==> src/rtl/assert_macros.svh <==
// Assertion macros shared by the cipher RTL.
// Depends on nothing; each macro takes the clock and active-low reset explicitly.
`ifndef ASSERT_MACROS_SVH
`define ASSERT_MACROS_SVH

// Property must hold at every clock edge outside reset.
`define ASSERT_CLK(label, clk, rst_n, prop, msg) \
    label: assert property (@(posedge clk) disable iff (!rst_n) prop) else $error(msg);

// Condition must never be seen at a clock edge outside reset.
`define ASSERT_NEVER(label, clk, rst_n, cond, msg) \
    label: assert property (@(posedge clk) disable iff (!rst_n) !(cond)) else $error(msg);

`endif

==> src/rtl/teactr_pkg.sv <==
// Shared types, constants and helper functions of the TEA counter-mode cipher.
// Used by the front, back and top modules of the block; depends on nothing.
package teactr_pkg;

    localparam int ROUND_COUNT_DEF     = 32;
    localparam int QUEUE_DEPTH_DEF     = 4;
    localparam int OUT_QUEUE_DEPTH_DEF = 2;

    localparam logic [31:0] TEA_DELTA     = 32'h9e3779b9;
    localparam logic [3:0]  BLOCK_BYTES   = 4'd8;
    localparam logic [3:0]  POS_EXHAUSTED = 4'd8;

    localparam int CFG_INDEX_W = 3;
    localparam logic [CFG_INDEX_W-1:0] CFG_KEY_WORD0 = 3'd0;
    localparam logic [CFG_INDEX_W-1:0] CFG_KEY_WORD1 = 3'd1;
    localparam logic [CFG_INDEX_W-1:0] CFG_KEY_WORD2 = 3'd2;
    localparam logic [CFG_INDEX_W-1:0] CFG_KEY_WORD3 = 3'd3;
    localparam logic [CFG_INDEX_W-1:0] CFG_NONCE     = 3'd4;

    typedef struct packed {
        logic [7:0] data_byte;
        logic       restart;
        logic       new_block;
        logic [2:0] byte_index;
    } item_t;

    localparam int ITEM_W = $bits(item_t);

    typedef struct packed {
        logic                   valid;
        logic [CFG_INDEX_W-1:0] index;
        logic [31:0]            data;
    } cfg_write_t;

    // One half of a TEA round: the value added to the other word.
    function automatic logic [31:0] tea_mix(input logic [31:0] x, input logic [31:0] sum,
                                            input logic [31:0] ka, input logic [31:0] kb);
        tea_mix = ((x << 4) + ka) ^ (x + sum) ^ ((x >> 5) + kb);
    endfunction

    // Keystream byte taken little-endian, low word first.
    function automatic logic [7:0] block_byte(input logic [63:0] blk, input logic [2:0] idx);
        block_byte = blk[{idx, 3'b000} +: 8];
    endfunction

endpackage

==> src/rtl/teactr_fifo.sv <==
// Small first-in first-out queue built from registers.
// Generic in width and depth; used between front and back and on the result side.
`include "assert_macros.svh"

module teactr_fifo #(
    parameter int WIDTH = 8,
    parameter int DEPTH = 2
) (
    input  logic             clk,
    input  logic             rst_n,
    input  logic             wr_en,
    input  logic [WIDTH-1:0] wr_data,
    output logic             full,
    input  logic             rd_en,
    output logic [WIDTH-1:0] rd_data,
    output logic             empty
);

    localparam int PTR_W = (DEPTH > 1) ? $clog2(DEPTH) : 1;
    localparam int CNT_W = $clog2(DEPTH + 1);

    logic [WIDTH-1:0] mem_reg [DEPTH];
    logic [PTR_W-1:0] wr_ptr_reg;
    logic [PTR_W-1:0] wr_ptr_next;
    logic [PTR_W-1:0] rd_ptr_reg;
    logic [PTR_W-1:0] rd_ptr_next;
    logic [CNT_W-1:0] count_reg;
    logic [CNT_W-1:0] count_next;
    logic             do_wr;
    logic             do_rd;

    assign full    = (count_reg == CNT_W'(DEPTH));
    assign empty   = (count_reg == '0);
    assign do_wr   = wr_en && !full;
    assign do_rd   = rd_en && !empty;
    assign rd_data = mem_reg[rd_ptr_reg];

    always_comb
    begin
        wr_ptr_next = wr_ptr_reg;
        rd_ptr_next = rd_ptr_reg;
        count_next  = count_reg;
        if (do_wr)
        begin
            wr_ptr_next = (wr_ptr_reg == PTR_W'(DEPTH - 1)) ? '0 : wr_ptr_reg + 1'b1;
        end
        if (do_rd)
        begin
            rd_ptr_next = (rd_ptr_reg == PTR_W'(DEPTH - 1)) ? '0 : rd_ptr_reg + 1'b1;
        end
        if (do_wr && !do_rd)
        begin
            count_next = count_reg + 1'b1;
        end
        else if (do_rd && !do_wr)
        begin
            count_next = count_reg - 1'b1;
        end
    end

    always_ff @(posedge clk or negedge rst_n)
    begin
        if (!rst_n)
        begin
            wr_ptr_reg <= '0;
            rd_ptr_reg <= '0;
            count_reg  <= '0;
        end
        else
        begin
            wr_ptr_reg <= wr_ptr_next;
            rd_ptr_reg <= rd_ptr_next;
            count_reg  <= count_next;
        end
    end

    always_ff @(posedge clk)
    begin
        if (do_wr)
        begin
            mem_reg[wr_ptr_reg] <= wr_data;
        end
    end

    `ASSERT_CLK(a_fifo_count_up, clk, rst_n, (do_wr && !do_rd) |=> (count_reg == $past(count_reg) + 1'b1), "fifo count did not follow a lone write")
    `ASSERT_NEVER(a_fifo_overfill, clk, rst_n, count_reg > CNT_W'(DEPTH), "fifo count beyond depth")

endmodule

==> src/rtl/teactr_front.sv <==
// Front end: accepts input bytes and tags each with its keystream byte slot.
// Tracks the position inside the current block; depends on teactr_pkg.
`include "assert_macros.svh"

module teactr_front (
    input  logic               clk,
    input  logic               rst_n,
    input  logic               push,
    input  logic [7:0]         data_byte,
    input  logic               stream_start,
    input  logic               q_full,
    output logic               q_wr,
    output teactr_pkg::item_t  q_item
);

    logic [3:0] pos_reg;
    logic [3:0] pos_next;
    logic       accept;
    logic       new_block;

    assign accept    = push && !q_full;
    assign new_block = stream_start || (pos_reg >= teactr_pkg::BLOCK_BYTES);

    always_comb
    begin
        q_item.data_byte  = data_byte;
        q_item.restart    = stream_start;
        q_item.new_block  = new_block;
        q_item.byte_index = new_block ? 3'd0 : pos_reg[2:0];
        pos_next          = pos_reg;
        if (accept)
        begin
            pos_next = new_block ? 4'd1 : pos_reg + 4'd1;
        end
    end

    assign q_wr = accept;

    always_ff @(posedge clk or negedge rst_n)
    begin
        if (!rst_n)
        begin
            pos_reg <= teactr_pkg::POS_EXHAUSTED;
        end
        else
        begin
            pos_reg <= pos_next;
        end
    end

    `ASSERT_NEVER(a_front_pos_range, clk, rst_n, pos_reg > teactr_pkg::POS_EXHAUSTED, "block position beyond block end")

endmodule

==> src/rtl/teactr_back.sv <==
// Back end: key and nonce registers, the iterative TEA round unit with a one-block
// prefetch, and the byte XOR. Depends on teactr_pkg.
`include "assert_macros.svh"

module teactr_back #(
    parameter int ROUND_COUNT = teactr_pkg::ROUND_COUNT_DEF
) (
    input  logic                   clk,
    input  logic                   rst_n,
    input  teactr_pkg::cfg_write_t cfg,
    input  logic                   head_valid,
    input  teactr_pkg::item_t      head,
    output logic                   head_pop,
    input  logic                   out_full,
    output logic                   out_wr,
    output logic [7:0]             out_data
);

    localparam int RC_W = (ROUND_COUNT > 1) ? $clog2(ROUND_COUNT) : 1;

    logic [31:0]     key0_reg;
    logic [31:0]     key1_reg;
    logic [31:0]     key2_reg;
    logic [31:0]     key3_reg;
    logic [31:0]     nonce_reg;
    logic [31:0]     ctr_reg;
    logic [63:0]     ks_reg;
    logic [63:0]     pre_reg;
    logic [31:0]     pre_ctr_reg;
    logic            pre_valid_reg;
    logic            busy_reg;
    logic [31:0]     run_ctr_reg;
    logic [31:0]     a_reg;
    logic [31:0]     b_reg;
    logic [31:0]     acc_reg;
    logic [RC_W-1:0] rounds_reg;

    logic [31:0] want;
    logic        pre_hit;
    logic        consume_new;
    logic        start_run;
    logic        last_round;
    logic [31:0] acc_next;
    logic [31:0] a_next;
    logic [31:0] b_next;

    // The block counter the round unit should have ready for the next new block.
    assign want    = (head_valid && head.new_block && head.restart) ? '0 : ctr_reg;
    assign pre_hit = pre_valid_reg && (pre_ctr_reg == want);

    assign head_pop    = head_valid && !out_full && (!head.new_block || pre_hit);
    assign out_wr      = head_pop;
    assign consume_new = head_pop && head.new_block;
    assign out_data    = head.data_byte ^ teactr_pkg::block_byte(
                             head.new_block ? pre_reg : ks_reg, head.byte_index);

    assign start_run  = !cfg.valid && !pre_hit && (!busy_reg || (run_ctr_reg != want));
    assign last_round = (rounds_reg == RC_W'(ROUND_COUNT - 1));

    always_comb
    begin
        acc_next = acc_reg + teactr_pkg::TEA_DELTA;
        a_next   = a_reg + teactr_pkg::tea_mix(b_reg, acc_next, key0_reg, key1_reg);
        b_next   = b_reg + teactr_pkg::tea_mix(a_next, acc_next, key2_reg, key3_reg);
    end

    always_ff @(posedge clk or negedge rst_n)
    begin
        if (!rst_n)
        begin
            key0_reg      <= '0;
            key1_reg      <= '0;
            key2_reg      <= '0;
            key3_reg      <= '0;
            nonce_reg     <= '0;
            ctr_reg       <= '0;
            pre_valid_reg <= 1'b0;
            busy_reg      <= 1'b0;
        end
        else
        begin
            if (cfg.valid)
            begin
                case (cfg.index)
                    teactr_pkg::CFG_KEY_WORD0: key0_reg  <= cfg.data;
                    teactr_pkg::CFG_KEY_WORD1: key1_reg  <= cfg.data;
                    teactr_pkg::CFG_KEY_WORD2: key2_reg  <= cfg.data;
                    teactr_pkg::CFG_KEY_WORD3: key3_reg  <= cfg.data;
                    teactr_pkg::CFG_NONCE:     nonce_reg <= cfg.data;
                    default: ;
                endcase
                // Any prefetched or running block was made under the old settings.
                pre_valid_reg <= 1'b0;
                busy_reg      <= 1'b0;
            end
            else if (consume_new)
            begin
                ctr_reg       <= want + 32'd1;
                pre_valid_reg <= 1'b0;
                busy_reg      <= 1'b0;
            end
            else if (start_run)
            begin
                busy_reg <= 1'b1;
            end
            else if (pre_hit)
            begin
                busy_reg <= 1'b0;
            end
            else if (busy_reg && last_round)
            begin
                busy_reg      <= 1'b0;
                pre_valid_reg <= 1'b1;
            end
        end
    end

    always_ff @(posedge clk)
    begin
        if (consume_new)
        begin
            ks_reg <= pre_reg;
        end
        if (start_run)
        begin
            a_reg       <= nonce_reg;
            b_reg       <= want;
            acc_reg     <= '0;
            rounds_reg  <= '0;
            run_ctr_reg <= want;
        end
        else if (busy_reg)
        begin
            a_reg      <= a_next;
            b_reg      <= b_next;
            acc_reg    <= acc_next;
            rounds_reg <= rounds_reg + 1'b1;
            if (last_round)
            begin
                pre_reg     <= {b_next, a_next};
                pre_ctr_reg <= run_ctr_reg;
            end
        end
    end

    `ASSERT_CLK(a_back_cfg_flush, clk, rst_n, cfg.valid |=> (!pre_valid_reg && !busy_reg), "settings write left a stale block")
    `ASSERT_CLK(a_back_ctr_step, clk, rst_n, consume_new |=> (ctr_reg == $past(want) + 32'd1), "block counter did not advance past the used block")
    `ASSERT_NEVER(a_back_round_range, clk, rst_n, busy_reg && (rounds_reg > RC_W'(ROUND_COUNT - 1)), "round count beyond last round")

endmodule

==> src/rtl/tea_ctr_stream_cipher_top.sv <==
// Top level of the TEA counter-mode byte stream cipher.
// Instantiates teactr_front, teactr_fifo and teactr_back; depends on teactr_pkg.
//
// Input bytes enter through a queue port: a request is taken when push is high
// and full is low; stream_start with a byte restarts the counter at zero.
// Results leave through a queue port: out_byte is valid while empty is low and
// is taken when pop is high. Settings (key words, nonce) are written through
// cfg_valid/cfg_ready/cfg_index/cfg_data; cfg_ready is always high. The user must
// see that writes are made only while no request is in flight; the block does not
// enforce this. A byte that reuses the current keystream block passes through the
// item queue and the result queue without waiting for the round unit. A byte that
// needs a new block waits for the round unit, which does one TEA round per cycle;
// the next block is computed ahead while the current one is used. A restart or
// settings write throws away the prefetched block, which must then be built anew.
// Reset clears the key, nonce and counter and marks the block as used up.
// When the receiver stalls, results fill the output queue, then the input
// queue fills and full rises; nothing is dropped.

module tea_ctr_stream_cipher_top #(
    parameter int ROUND_COUNT = teactr_pkg::ROUND_COUNT_DEF,
    parameter int QUEUE_DEPTH = teactr_pkg::QUEUE_DEPTH_DEF
) (
    input  logic                               clk,
    input  logic                               rst_n,
    input  logic                               push,
    output logic                               full,
    input  logic [7:0]                         data_byte,
    input  logic                               stream_start,
    output logic                               empty,
    input  logic                               pop,
    output logic [7:0]                         out_byte,
    input  logic                               cfg_valid,
    output logic                               cfg_ready,
    input  logic [teactr_pkg::CFG_INDEX_W-1:0] cfg_index,
    input  logic [31:0]                        cfg_data
);

    logic                   q_wr;
    teactr_pkg::item_t      q_item;
    logic                   q_full;
    logic                   q_empty;
    logic                   q_rd;
    teactr_pkg::item_t      q_head;
    logic                   res_wr;
    logic                   res_full;
    logic [7:0]             res_data;
    teactr_pkg::cfg_write_t cfg;

    assign cfg_ready  = 1'b1;
    assign cfg.valid  = cfg_valid;
    assign cfg.index  = cfg_index;
    assign cfg.data   = cfg_data;
    assign full       = q_full;

    teactr_front u_front (
        .clk          (clk),
        .rst_n        (rst_n),
        .push         (push),
        .data_byte    (data_byte),
        .stream_start (stream_start),
        .q_full       (q_full),
        .q_wr         (q_wr),
        .q_item       (q_item)
    );

    teactr_fifo #(
        .WIDTH (teactr_pkg::ITEM_W),
        .DEPTH (QUEUE_DEPTH)
    ) u_item_queue (
        .clk     (clk),
        .rst_n   (rst_n),
        .wr_en   (q_wr),
        .wr_data (q_item),
        .full    (q_full),
        .rd_en   (q_rd),
        .rd_data (q_head),
        .empty   (q_empty)
    );

    teactr_back #(
        .ROUND_COUNT (ROUND_COUNT)
    ) u_back (
        .clk        (clk),
        .rst_n      (rst_n),
        .cfg        (cfg),
        .head_valid (!q_empty),
        .head       (q_head),
        .head_pop   (q_rd),
        .out_full   (res_full),
        .out_wr     (res_wr),
        .out_data   (res_data)
    );

    teactr_fifo #(
        .WIDTH (8),
        .DEPTH (teactr_pkg::OUT_QUEUE_DEPTH_DEF)
    ) u_result_queue (
        .clk     (clk),
        .rst_n   (rst_n),
        .wr_en   (res_wr),
        .wr_data (res_data),
        .full    (res_full),
        .rd_en   (pop),
        .rd_data (out_byte),
        .empty   (empty)
    );

endmodule

==> config.mk <==
export PLATFORM = sky130hd
export DESIGN_NAME = tea_ctr_stream_cipher_top
export DESIGN_NICKNAME = d
export VERILOG_FILES = /design/src/rtl/teactr_pkg.sv /design/src/rtl/teactr_fifo.sv /design/src/rtl/teactr_front.sv /design/src/rtl/teactr_back.sv /design/src/rtl/tea_ctr_stream_cipher_top.sv
export VERILOG_INCLUDE_DIRS = /design/src /design/src/rtl
export SDC_FILE = /design/constraint.sdc
export NUM_CORES = 1
export LEC_CHECK = 0
export ABC_AREA = 1
export BUFFER_PORTS_ARGS = -buffer_cell sky130_fd_sc_hd__buf_4
export CAP_MARGIN = 20
export CORE_MARGIN = 2
export CORE_UTILIZATION = 55
export CTS_CLUSTER_DIAMETER = 30
export DETAILED_ROUTE_END_ITERATION = 10
export HOLD_SLACK_MARGIN = 0.08
export MAX_ROUTING_LAYER = met4
export PLACE_DENSITY_LB_ADDON = 0.25
export SLEW_MARGIN = 40
export SYNTH_ARGS = -nofsm -noshare
export SYNTH_HDL_FRONTEND = slang
export SYNTH_SLANG_ARGS = --single-unit
==> constraint.sdc <==
create_clock -name clk -period 8.3 [get_ports clk]
set_clock_uncertainty 0.1 [all_clocks]
set_input_delay 1.245 -clock clk [delete_from_list [all_inputs] [get_ports clk]]
set_output_delay 1.245 -clock clk [all_outputs]
set_load 0.02 [all_outputs]
==> flow_metrics.tcl <==
set metrics [dict create \
    hold_start "u_back.pre_reg[24]" \
    setup_viol 3 \
    gp_congestion 1.04 \
    max_freq_mhz 117 \
    timing.rr.end "u_back.b_reg[31]" \
    grt_max_degree 111 \
    seq_area_sq_mm 0.0157 \
    syn_nets 4689 \
    synth_edf_count 324 \
    grt-busiest-layer "met2" \
    gr-usage-met1_pct 52.5 \
    use_met3_pct 5.43 \
    finalHoldViolCount 0 \
    worst_pin_slew_ns 0.866 \
    syn_area_sq_mm 0.0369 \
    yosysWarnings 0 \
    min_path_cells 0 \
    port_buffers 58 \
    via_per_inst 5.72 \
    clk-insertion-delay-late_ns 0.70 \
    end_kind "register" \
    synth_cells 4371 \
    area_growth_pct 37.3 \
    multi_input_area_sq_mm 0.0216 \
    critPathArrivalTime_ns 8.90 \
    ys_seq_elements 570 \
    coreArea_sq_mm 0.0661 \
    grt_usage_pct 38.5 \
    reg2regPathDepth 56 \
    nFillCells 4636 \
    critPathLaunchType "register" \
    clkTransAtPathRegs_ns 0.05 \
    ys_top_cells_by_count "957 x nand2_1, 457 x o21ai_0, 395 x inv_1" \
    slew_headroom_pct 42.3 \
    period_minus_slack_ns 8.56 \
    cts_hold_buf 0 \
    post-dp-hpwl_um 97000 \
    grt-ovfl-total 0 \
    ioPinCount 60 \
    tns_ns -0.417 \
    cp.required_ns 8.64 \
    synth-main-ff-cell "edfxtp_1" \
    antenna_found_initial 0 \
    violations "negative setup slack" \
    cts_buffers 120 \
    max_stage_delay_ns 0.33 \
    via_count 35500 \
    crit_slowest_cell "dfxtp_2" \
    initial_core_util_pct 55.8 \
    yosysSeqAreaShare_pct 42.6 \
    max-cap-violations 0 \
    async_reset_ff_share_pct 36.7 \
    clock_path_buffers 3 \
    grt_first_pass_wirelength_um 198000 \
    routed_wl_um 134000 \
    synth.distinct_cells 67 \
    rsz0062_at_grt "true" \
    critPathTopFamily "simple AND/OR/NAND/NOR gates" \
    path_max_fanout 4 \
    r2r_setup_slack_ns -0.26 \
    yosys.area.top_type "edfxtp_1" \
    cts_tree "yes" \
    drt_iter0_drc 4004 \
    antenna_cells 0 \
    nNetsFinal 5544 \
    yosysTopAreaCellShare_pct 26.4 \
    avgSynthCellArea_sq_um 8.44 \
    path_buf_inv 8 \
    rows 94 \
    ctsHtreeMaxLevel 3 \
    grt_pass1_vias 33300 \
    gr-usage-met2_pct 56.8 \
    setup_slack_ns -0.258 \
    firstDrtPassIters 8 \
    holdPathEnd "u_back.ks_reg[24]" \
    drc_errors 0 \
    die_w_um 263 \
    rr_startpoint "u_back.acc_reg[0]" \
    critPathKind "register to register" \
    hold_path.class "register to register" \
    die_h_um 263 \
    drive_gt1_share_pct 28.2 \
    dieArea_sq_mm 0.0692 \
    synth_area_leaders "edfxtp_1 26%, dfrtp_1 14%, nand2_1 9.7%" \
    root_buffer "clkbuf_16" \
    status "complete, but fails checks" \
    fin_crit_sh_pct 103 \
    antenna_left 0 \
    synth.most_common_cell "nand2_1" \
    detailedPlace.worstSlack_ns -1.08 \
    slew_viol_final 0 \
    clock_sinks 570 \
    wl_per_cell_um 21.7 \
]
==> routing by layer <==
layer  vias to the layer above  share of wire [%]
li1                      16500                  -
met1                     16700                 41
met2                      1830                 44
met3                       358                9.1
met4                         0                6.2
met5                         -                  0
==> repair_timing <==
item,in CTS,in global routing
pin swaps,96,173
buffers inserted,42,40
gates cloned,0,0
endpoints found under the setup margin,32,34
hold endpoints to repair,0,0
gates resized for setup,187,333
==> stage by stage <==
stage          utilization, %  hold WS, ns  instance area [sq um]  cells
6_report                 76.6        0.338                  50700   6196
5_1_grt                  76.6        0.346                  50700   6196
4_1_cts                  73.8        0.335                  48800   6156
3_5_place_dp             65.4        0.333                  43300   5887
3_3_place_gp             65.4        0.331                  43200   5887
2_1_floorplan               -        0.326                  36900   4371
==> how the worst max path moves through the flow <==
stage,endpoint,start,cells past startpoint,slack (ns)
2_1_floorplan,u_back.b_reg[31],u_back.acc_reg[0],53,0.07
3_3_place_gp,u_back.b_reg[31],u_back.acc_reg[0],56,-0.79
3_5_place_dp,u_back.b_reg[31],u_back.acc_reg[0],56,-1.08
4_1_cts,u_back.b_reg[31],u_back.acc_reg[1],52,-0.10
5_1_grt,u_back.b_reg[31],u_back.acc_reg[0],56,-0.61
6_report,u_back.b_reg[31],u_back.acc_reg[0],56,-0.26
==> layout by cell type, fill, tap and decap left out, types with 40 or more instances in the layout <==
master,Yosys,layout
nand2_1,957,896
buf_4,6,812
o21ai_0,457,404
inv_1,395,377
edfxtp_1,324,324
nor2_1,361,321
xor2_1,284,249
ha_1,260,216
dfrtp_1,208,207
a21oi_1,278,200
nand3_1,181,160
xnor2_1,146,130
clkbuf_16,0,121
a21oi_2,0,68
o21ai_1,40,68
nand2_2,18,60
nand4_1,46,46
ha_4,0,40
==> cells by family (layout without fill, tap and decap cells) <==
| logic type | count (synthesis) | after routing | share of synthesized area [%] |
|---|---|---|---|
| and+or+nand+nor | 1679 | 1679 | 19.0 |
| AOI/OAI and AO/OA | 917 | 917 | 13.4 |
| DFF | 570 | 570 | 42.6 |
| buffers and inverters | 502 | 1463 | 5.36 |
| xor gates and xnor gates | 432 | 432 | 10.3 |
| adders and majority gates | 269 | 269 | 9.31 |
| other | 1 | 1 | 0.0102 |
| muxes | 1 | 1 | 0.0305 |
==> layout make-up <==
class / count / share of cell area [%]
clock buffers: 135 / 6.30
inverters: 404 / 3.02
multi-input cells: 3299 / 42.6
repair buffers: 831 / 12.6
well taps: 864 / 2.13
flip-flops and latches: 570 / 31.0
clock inverters: 93 / 2.35
Power is not shown: default switching activity piles up to over one toggle a cycle in this logic, so the estimate is an artifact.
